### src/design/dc_remove_smooth_clip_unit_assert.svh
// Assertion helpers shared by the block's modules.
// Each expects signals named clk and rst in the scope where it is used.
`ifndef DC_REMOVE_SMOOTH_CLIP_UNIT_ASSERT_SVH
`define DC_REMOVE_SMOOTH_CLIP_UNIT_ASSERT_SVH

// The consequent must hold in the same cycle as the antecedent.
`define DCRSC_ASSERT_NOW(label, ante, cons, msg) \
  label: assert property (@(posedge clk) disable iff (rst) (ante) |-> (cons)) \
    else $error(msg);

// The consequent must hold in the cycle after the antecedent.
`define DCRSC_ASSERT_NEXT(label, ante, cons, msg) \
  label: assert property (@(posedge clk) disable iff (rst) (ante) |=> (cons)) \
    else $error(msg);

`endif

### src/design/dcrsc_pkg.sv
`default_nettype none

package dcrsc_pkg;

  localparam int WINDOW = 20480;

  localparam int SAMPLE_W = 8;
  localparam int STATE_W  = 25;
  localparam int FRAC_W   = 16;
  localparam int DIFF_W   = SAMPLE_W + 1;
  localparam int SUM_W    = STATE_W + 4;
  localparam int WHOLE_W  = STATE_W - FRAC_W;

  localparam int STATE_BOUND = 255 * (1 << FRAC_W);
  localparam int AUDIO_MAX   = 127;
  localparam int AUDIO_MIN   = -128;
  localparam int ROUND_HALF  = 4;

  localparam logic [SAMPLE_W-1:0] OFFSET_RESET = 8'd128;

  // Window position and remainder of the running sum modulo WINDOW.
  localparam int CNT_W  = (WINDOW > 1) ? $clog2(WINDOW) : 1;
  localparam int VSUM_W = ((CNT_W > SAMPLE_W) ? CNT_W : SAMPLE_W) + 1;

  // Exact reciprocal for the quotient of a narrow value by a small window.
  localparam int RECIP_S = VSUM_W + ((WINDOW > 1) ? $clog2(WINDOW) : 0);
  localparam int RECIP_M = ((1 << RECIP_S) + WINDOW - 1) / WINDOW;
  localparam int PROD_W  = VSUM_W + RECIP_S + 2;

  typedef logic [SAMPLE_W-1:0]        sample_t;
  typedef logic signed [SAMPLE_W-1:0] audio_t;
  typedef logic signed [STATE_W-1:0]  state_t;
  typedef logic [CNT_W-1:0]           count_t;

  typedef struct packed {
    logic    en;
    sample_t sample;
  } step_t;

endpackage

`default_nettype wire

### src/design/dcrsc_offset_track.sv
`default_nettype none

`include "dc_remove_smooth_clip_unit_assert.svh"

module dcrsc_offset_track (
  input  wire logic             clk,
  input  wire logic             rst,
  input  wire dcrsc_pkg::step_t step,
  output dcrsc_pkg::sample_t    dc_offset
);
  import dcrsc_pkg::*;

  // The running sum is kept as a quotient and a remainder modulo WINDOW.
  count_t            window_count;
  count_t            window_count_next;
  count_t            rem;
  count_t            rem_next;
  sample_t           quot;
  sample_t           quot_next;
  logic [VSUM_W-1:0] acc;
  logic              at_end;

  assign acc    = VSUM_W'(rem) + VSUM_W'(step.sample);
  assign at_end = (window_count == CNT_W'(WINDOW - 1));

  generate
    if (WINDOW >= 256) begin : g_wide
      logic carry;
      assign carry     = (acc >= VSUM_W'(WINDOW));
      assign rem_next  = carry ? CNT_W'(acc - VSUM_W'(WINDOW)) : CNT_W'(acc);
      assign quot_next = quot + SAMPLE_W'(carry);
    end else begin : g_narrow
      logic [PROD_W-1:0] prod;
      logic [VSUM_W-1:0] qinc;
      assign prod      = PROD_W'(acc) * PROD_W'(RECIP_M);
      assign qinc      = VSUM_W'(prod >> RECIP_S);
      assign rem_next  = CNT_W'(acc - VSUM_W'(qinc * VSUM_W'(WINDOW)));
      assign quot_next = quot + SAMPLE_W'(qinc);
    end
  endgenerate

  assign window_count_next = window_count + CNT_W'(1);

  always_ff @(posedge clk) begin
    if (rst) begin
      window_count <= '0;
      rem          <= '0;
      quot         <= '0;
      dc_offset    <= OFFSET_RESET;
    end else if (step.en) begin
      if (at_end) begin
        window_count <= '0;
        rem          <= '0;
        quot         <= '0;
        dc_offset    <= quot_next;
      end else begin
        window_count <= window_count_next;
        rem          <= rem_next;
        quot         <= quot_next;
      end
    end
  end

  `DCRSC_ASSERT_NOW(a_rem_in_range, 1'b1, rem < WINDOW, "Remainder reached the window length.")
  `DCRSC_ASSERT_NEXT(a_count_wraps, step.en && at_end, window_count == '0, "Count did not wrap.")
  `DCRSC_ASSERT_NEXT(a_offset_held, !(step.en && at_end), $stable(dc_offset), "Offset moved early.")

endmodule

`default_nettype wire

### src/design/dcrsc_smoother.sv
`default_nettype none

`include "dc_remove_smooth_clip_unit_assert.svh"

module dcrsc_smoother (
  input  wire logic               clk,
  input  wire logic               rst,
  input  wire dcrsc_pkg::step_t   step,
  input  wire dcrsc_pkg::sample_t dc_offset,
  output dcrsc_pkg::audio_t       audio_new
);
  import dcrsc_pkg::*;

  state_t                     state;
  state_t                     state_next;
  logic signed [DIFF_W-1:0]   diff;
  logic signed [SUM_W-1:0]    sum;
  logic signed [SUM_W-1:0]    scaled;
  logic signed [WHOLE_W-1:0]  whole;
  logic signed [WHOLE_W-1:0]  whole_tz;

  assign diff = $signed(DIFF_W'(step.sample) - DIFF_W'(dc_offset));

  // New state is (x * 2^16 + 7 * old + 4) / 8 rounded down.
  assign sum = (SUM_W'(diff) <<< FRAC_W) + (SUM_W'(state) <<< 3) - SUM_W'(state)
               + SUM_W'(ROUND_HALF);
  assign scaled = sum >>> 3;

  always_comb begin
    if (scaled > SUM_W'(STATE_BOUND)) begin
      state_next = STATE_W'(STATE_BOUND);
    end else if (scaled < -SUM_W'(STATE_BOUND)) begin
      state_next = -STATE_W'(STATE_BOUND);
    end else begin
      state_next = STATE_W'(scaled);
    end
  end

  // The whole part is rounded toward zero before it is saturated.
  assign whole    = state_next[STATE_W-1:FRAC_W];
  assign whole_tz = whole + WHOLE_W'(state_next[STATE_W-1] && (|state_next[FRAC_W-1:0]));

  always_comb begin
    if (whole_tz > WHOLE_W'(AUDIO_MAX)) begin
      audio_new = SAMPLE_W'(AUDIO_MAX);
    end else if (whole_tz < WHOLE_W'(AUDIO_MIN)) begin
      audio_new = SAMPLE_W'(AUDIO_MIN);
    end else begin
      audio_new = SAMPLE_W'(whole_tz);
    end
  end

  always_ff @(posedge clk) begin
    if (rst) begin
      state <= '0;
    end else if (step.en) begin
      state <= state_next;
    end
  end

  `DCRSC_ASSERT_NOW(a_state_bounded, 1'b1,
    (state <= STATE_BOUND) && (state >= -STATE_BOUND), "Filter state out of range.")
  `DCRSC_ASSERT_NEXT(a_state_held, !step.en, $stable(state), "Filter state moved while idle.")

endmodule

`default_nettype wire

### src/design/dc_remove_smooth_clip_unit.sv
// Removes the DC offset from unsigned 8-bit converter samples, smooths them with a one-pole
// low-pass filter (one eighth of the new difference plus seven eighths of the previous state,
// 16 fraction bits) and gives signed 8-bit samples saturated to -128..127. The offset starts
// at 128 and is replaced by the mean of each completed window of WINDOW samples; the new
// offset applies from the following sample. One request is taken per clock cycle while the output
// side is not stalled: the filter state and the window accumulator are each updated as a request
// moves from the input register to the result register, which then holds the result. No clearing
// pass is needed after reset.
`default_nettype none

module dc_remove_smooth_clip_unit (
  input  wire logic               clk,
  input  wire logic               rst,
  input  wire logic               adc_valid,
  output logic                    adc_ready,
  input  wire dcrsc_pkg::sample_t adc_sample,
  output logic                    audio_valid,
  input  wire logic               audio_ready,
  output dcrsc_pkg::audio_t       audio_out
);
  import dcrsc_pkg::*;

  logic    hold_valid;
  sample_t hold_sample;
  logic    advance;
  step_t   step;
  sample_t dc_offset;
  audio_t  audio_new;

  assign advance     = hold_valid && (!audio_valid || audio_ready);
  assign adc_ready   = !hold_valid || advance;
  assign step.en     = advance;
  assign step.sample = hold_sample;

  always_ff @(posedge clk) begin
    if (rst) begin
      hold_valid <= 1'b0;
    end else if (adc_ready) begin
      hold_valid <= adc_valid;
    end
  end

  always_ff @(posedge clk) begin
    if (adc_valid && adc_ready) begin
      hold_sample <= adc_sample;
    end
  end

  always_ff @(posedge clk) begin
    if (rst) begin
      audio_valid <= 1'b0;
    end else if (advance) begin
      audio_valid <= 1'b1;
    end else if (audio_ready) begin
      audio_valid <= 1'b0;
    end
  end

  always_ff @(posedge clk) begin
    if (advance) begin
      audio_out <= audio_new;
    end
  end

  dcrsc_offset_track u_offset (
    .clk       (clk),
    .rst       (rst),
    .step      (step),
    .dc_offset (dc_offset)
  );

  dcrsc_smoother u_smoother (
    .clk       (clk),
    .rst       (rst),
    .step      (step),
    .dc_offset (dc_offset),
    .audio_new (audio_new)
  );

endmodule

`default_nettype wire
### config.mk
export PLATFORM = sky130hd
export DESIGN_NAME = dc_remove_smooth_clip_unit
export DESIGN_NICKNAME = d
export VERILOG_FILES = /design/src/design/dcrsc_pkg.sv /design/src/design/dcrsc_offset_track.sv /design/src/design/dcrsc_smoother.sv /design/src/design/dc_remove_smooth_clip_unit.sv
export VERILOG_INCLUDE_DIRS = /design/src /design/src/design
export SDC_FILE = /design/constraint.sdc
export NUM_CORES = 1
export LEC_CHECK = 0
export BUFFER_PORTS_ARGS = -buffer_cell sky130_fd_sc_hd__buf_2
export CAP_MARGIN = 20
export CORE_ASPECT_RATIO = 0.9
export CORE_MARGIN = 2
export CORE_UTILIZATION = 60
export CTS_BUF_LIST = sky130_fd_sc_hd__clkbuf_2 sky130_fd_sc_hd__clkbuf_4 sky130_fd_sc_hd__clkbuf_8
export CTS_CLUSTER_SIZE = 20
export DETAILED_ROUTE_END_ITERATION = 8
export PLACE_DENSITY_LB_ADDON = 0.25
export REMOVE_ABC_BUFFERS = 1
export SYNTH_ARGS = -nofsm -noshare
export SYNTH_HDL_FRONTEND = slang
export SYNTH_SLANG_ARGS = --single-unit
### constraint.sdc
create_clock -name clk -period 9.25 [get_ports clk]
set_input_delay 1.3875 -clock clk [delete_from_list [all_inputs] [get_ports clk]]
set_output_delay 1.3875 -clock clk [all_outputs]
set_load 0.1 [all_outputs]
# Yosys cells after proc, flatten, opt, wreduce, memory -nomap -nowiden
# Index checks and enable logic that the tools add are counted.
[totals]
output_inout_bits = 10
latch_bits = 0
romBits = 0
inputBits = 12
ramBits = 0
elab_cells = 43
n_memories = 0
register_bits = 89
[classes]
shifts = 0
mul = 0
mux = 9
n_eq_ne = 1
reduce_logical = 10
n_addsub = 9
n_bitwise = 0
order_cmp = 5
div_mod_pow = 0
[ops]
columns = ["operator", "count"]
rows = [
  ["25-bit 2-to-1 mux", 2],
  ["15-bit 2-to-1 mux", 3],
  ["25-bit by 28-bit adder with 29-bit output", 1],
  ["29-bit by 4-bit adder with 29-bit output (second input constant)", 1],
  ["29-bit by 25-bit subtractor with 29-bit output", 1],
  ["26-bit by 25-bit greater-than comparator with 1-bit output (second input constant)", 1],
  ["26-bit by 25-bit < comparator with 1-bit output (second input constant)", 1],
  ["15-bit by 8-bit adder with 16-bit output", 1],
  ["16-bit by 15-bit greater-or-equal comparator with 1-bit output (second input constant)", 1],
  ["8-bit 2-to-1 mux", 2],
  ["16-bit OR reduction", 1],
  ["15-bit by 1-bit adder with 15-bit output (second input constant)", 1],
  ["15-bit == test (second input constant)", 1],
  ["15-bit subtractor (second input constant)", 1],
  ["9-bit by 1-bit adder with 9-bit output", 1],
  ["9-bit by 8-bit greater-than comparator with 1-bit output (second input constant)", 1],
  ["9-bit by 8-bit < comparator with 1-bit output (second input constant)", 1],
  ["8-bit by 8-bit subtractor with 9-bit output", 1],
  ["8-bit by 1-bit adder with 8-bit output", 1],
  ["1-bit logical AND", 3],
  ["1-bit logical NOT", 2],
  ["1-bit logical OR", 2],
  ["1-bit 2-to-1 mux", 2],
  ["2-bit AND reduction", 1],
  ["2-bit nonzero test", 1],
]

# Depth between registers and ports, before layout
[logic_depth]
ltp_word = 12
ltp_mapped = 32
ltp_nobuf = 31

# Cells and area by module
# Synthesis repeated with hierarchy kept, for this count alone.
[hier_totals]
hier_cells = 857
area_unflattened_um2 = 7168.1
[modules_own_cells]
columns = ["mod", "cells_per_inst", "seq_area_each_um2", "area_each_um2", "instances"]
rows = [
  ["dcrsc_smoother", 518, 500.5, 3990.1, 1],
  ["dcrsc_offset_track", 313, 920.9, 2593.7, 1],
  ["dc_remove_smooth_clip_unit", 26, 520.5, 584.3, 1],
]

# Worst setup path before layout
# OpenSTA, ideal clock, no wires.
[synth_timing]
path_type = "flip-flop to flip-flop"
startpoint = "register hold_sample[0]"
endpoint = "register audio_out[0], data pin"
setup_time_ns = 0.261
arrival_time_ns = 6.210
required_ns = 8.989
path_stages_with_launch = 33
synth_period_minus_slack_ns = 6.471
path_buffers = 1
slack_ns = 2.779
cell_sequence = "edfxtp_1 -> inv_1 -> ha_1 -> fa_1 -> nor2b_1 -> o21ai_0 -> nand2b_1 -> a21oi_1 -> nor2_1 -> o21ai_0 -> nand2b_1 -> a21oi_1 -> fa_1 -> ha_1 -> clkbuf_1 -> a21o_1 -> a31o_1 -> or4_1 -> o21ai_1 -> or3_1 -> o2111ai_1 -> o41ai_1 -> nand2_1 -> and2_1 -> nor2b_1 -> inv_1 -> ha_1 -> ha_1 -> inv_1 -> a21oi_2 -> nor3b_1 -> o31a_1 -> a311o_1"
[synth_between]
word_cells_on_any_way = 14
classes_between = "add/sub (5); order compare (4); mux (3); reduce/logical (2)"
[synth_rtl]
columns = ["element", "line_no", "text"]
rows = [
  ["start, declared", "dc_remove_smooth_clip_unit.sv:24", "sample_t hold_sample;"],
  ["start signal, assigned", "dc_remove_smooth_clip_unit.sv:45", "hold_sample <= adc_sample;"],
  ["8-bit by 8-bit subtractor with 9-bit output *", "dcrsc_smoother.sv:22", "assign diff = $signed(DIFF_W'(step.sample) - DIFF_W'(dc_offset));"],
  ["25-bit by 28-bit adder with 29-bit output *", "dcrsc_smoother.sv:25", "assign sum = (SUM_W'(diff) <<< FRAC_W) + (SUM_W'(state) <<< 3) - SUM_W'(state)"],
  ["29-bit by 25-bit subtractor with 29-bit output *", "dcrsc_smoother.sv:25", ""],
  ["29-bit by 4-bit adder with 29-bit output *", "dcrsc_smoother.sv:26", "+ SUM_W'(ROUND_HALF);"],
  ["26-bit by 25-bit < comparator with 1-bit output", "dcrsc_smoother.sv:32", "end else if (scaled < -SUM_W'(STATE_BOUND)) begin"],
  ["25-bit 2-to-1 mux", "dcrsc_smoother.sv:32", ""],
  ["25-bit 2-to-1 mux *", "dcrsc_smoother.sv:30", "if (scaled > SUM_W'(STATE_BOUND)) begin"],
  ["net u_smoother.state_next[16]", "dcrsc_smoother.sv:15", "state_t state_next;"],
  ["9-bit by 1-bit adder with 9-bit output *", "dcrsc_smoother.sv:41", "assign whole_tz = whole + WHOLE_W'(state_next[STATE_W-1] && (|state_next[FRAC_W-1:0]));"],
  ["9-bit by 8-bit < comparator with 1-bit output", "dcrsc_smoother.sv:46", "end else if (whole_tz < WHOLE_W'(AUDIO_MIN)) begin"],
  ["8-bit 2-to-1 mux", "dcrsc_smoother.sv:46", ""],
  ["end signal, assigned", "dc_remove_smooth_clip_unit.sv:61", "audio_out <= audio_new;"],
  ["end, declared", "dc_remove_smooth_clip_unit.sv:19", "output dcrsc_pkg::audio_t audio_out"],
]
# The timed path passes the listed nets; every way through them passes the cells marked *.
# A chain may end at the register's enable or synchronous reset.

# Final worst setup path
[layout_timing]
startpoint = "register hold_sample[1]"
endpoint = "register audio_out[0], data pin"
# The elaborated chain is that of the path after synthesis.

==> results.toml <==
[detailed_routing]
route.detailed.drc = 0
vias = 6538
dr.first_iter.drc_count = 661
antenna_left = 0
wl_mm = 17.58
wire_per_inst_um = 16.34
first_pass_iters = 7
vias_per_cell = 6.076

[sta]
tightest_slew_ns = 0.6915
fin_tns_setup_ns = 0
timing.slew.headroom = 0.5271
finClkSkew_ns = 0.01195
fin_crit_sh = 0.7777
setup_viol = 0
grt_setup_unrepaired = "no"
fin_crit_ns = 7.194
drv_slew = 0
hold_viol = 0
max_freq_mhz = 139.0

[logic_synthesis]
synth-edff-count = 16
synth_area_leaders = "dfxtp_1 (20%), ha_1 (11%), edfxtp_1 (6.5%)"
yosys_warnings = 0
syn_inst = 913
synth_top_area_frac = 0.1970
async_flop_share = 0
yosys_register_bits = 89
synth_top_area_cell = "dfxtp_1"
seq_area_frac_synth = 0.2618
ys_types = 93
syn_area_per_cell_um2 = 8.124
syn_area_mm2 = 0.007417
ys.flop_type = "dfxtp_1"

[cts]
post_cts_buffers = 0
cts.path.max_buffers = 2
cts_buffers = 9
clkTransAtPathRegs_ns = 0.09
holdBufCountCts = 0
ctsResizeCount = 0
ctsRootBufferMaster = "clkbuf_8"
cts_tree = "built"
clock_latency_ns = 0.40
cts.sinks = 89
htreeDepth = 3

[cells_and_area]
drive_gt1_frac = 0.08515
fin_nets = 1001
fillCellCount = 1076
syn_to_final_growth_pct = 4.757
layout_common_cells = "nor2_1 (121), dfxtp_1 (73), nand2_1 (72)"
diodes = 0
layout_commonest_cell = "nor2_1"

[min_path]
worstHoldPathType = "register to register"
hold_depth = 2

[worst_setup_path]
worstPathMaxFanout = 10
cp_top_family = "compound AO/OA/AOI/OAI gates"
cp.arrival_ns = 7.34
cp_slowest_stage_delay_ns = 0.47
path_class = "register to register"
rr_worst_depth = 29
cp-end-kind = "register"
cp_num_buf_inv = 2
worst-path-stages = 29
start_kind = "register"
required_ns = 9.40
worst_path_max_delay_cell = "fa_1"
crit_top_cell = "ha_1"

[global_routing]
grt_max_degree = 63
grt-ovfl-total = 0
grt_pass1_wl_mm = 29.20
track_usage = 0.2762
grt_pass1_vias = 5948
antenna_found_initial = 0

[floorplanning]
pin_count = 22
die_area_mm2 = 0.01327
die_h_um = 109.5
core_area_mm2 = 0.01208
start_util = 0.6142
die_w_um = 121.2
rows = 38

[place]
routabilityCongestion = 0.9188
dp.final_hpwl_mm = 13.21
portBuffers = 21

[status]
outcome = "finished clean"

[flow_run]
cap_violations = 0
## area by class of cell
class	instances	area (um^2)	share of cell area
multi-input combinational	726	5075	0.6531
tap	160	200.2	0.02576
inverter	57	214.0	0.02754
sequential	89	1942	0.2499
timing repair buffer	28	157.7	0.02029
clock buffer	10	131.4	0.01691
clock inverter	6	50.05	0.006441
## sequential cells by signal, summed over array words and instances, names as in the netlist
signal and flops:
audio_out 8, audio_valid 1, hold_sample 8, hold_valid 1, u_offset.dc_offset 8, u_offset.quot 8
u_offset.rem 15, u_offset.window_count 15, u_smoother.state 25
## Yosys cell counts, types with 6 or more instances
cell	n
nor2_1	121
a211oi_1	14
nand2b_1	7
a21oi_1	58
o211ai_1	6
nand2_1	72
nor2b_1	13
o21ai_0	32
dfxtp_1	73
inv_1	56
and3_1	11
edfxtp_1	16
o21a_1	7
xnor2_1	25
nor3_1	24
nand3_1	33
fa_1	13
ha_1	65
xor2_1	23
mux2i_1	8
a21o_1	15
nand4_1	13
and2_1	7
clkbuf_1	20
a22oi_1	21
or3_1	7
o21ai_1	13
nor3b_1	9
buf_2	17
## worst reg2reg max path: cells and delay by family, from the launching register on
| family | cells | cell delay [ns] |
|---|---|---|
| fa+ha+maj | 5 | 1.68 |
| simple gates | 10 | 1.68 |
| xor+xnor | 1 | 0.17 |
| compound gates | 11 | 2.80 |
| flops | 1 | 0.43 |
| buf+inv | 2 | 0.20 |
## through the flow
stage	instance area [um^2]	hold slack, ns	utilization	std cells	worst slack [ns]
after global routing	7770	0.5303	0.6434	1076	1.453
final	7770	0.5067	0.6434	1076	2.056
after CTS	7762	0.5121	0.6428	1075	2.189
after detailed placement	7581	0.4897	0.6277	1059	2.229
after floorplan	7231	0.4585	-	872	2.811
after global placement	7581	0.4739	0.6277	1059	2.353
## final timing paths
kind | endpoint | slack (ns) | startpoint
worst max-delay path | audio_out[0] | 2.06 | hold_sample[1]
worst min-delay path | u_offset.rem[7] | 0.51 | u_offset.rem[7]
worst max register to register | audio_out[0] | 2.06 | hold_sample[1]
worst min register to register | u_offset.rem[7] | 0.51 | u_offset.rem[7]
## logic make-up (layout without fill, tap and decap cells)
logic type,count (synthesis),in the layout,synth area share
adders and majority gates,80,80,0.1476
AOI/OAI and AO/OA,245,245,0.2419
and+or+nand+nor,343,343,0.2242
xor gates and xnor gates,48,48,0.05668
buffers and inverters,98,101,0.05398
DFF,89,89,0.2618
muxes,10,10,0.01383
## routing by layer
| layer | GRT usage | wire length [um] | up-vias |
|---|---|---|---|
| met5 | 0 | 0 | - |
| met4 | 0.06650 | 202 | 0 |
| met3 | 0.05654 | 977 | 20 |
| met2 | 0.4246 | 7683 | 182 |
| met1 | 0.3986 | 8718 | 3031 |
| li1 | - | - | 3305 |
Power is left out: the tool's default activity adds up to more than one toggle a clock period on the data nets, which glitch-free logic cannot reach.
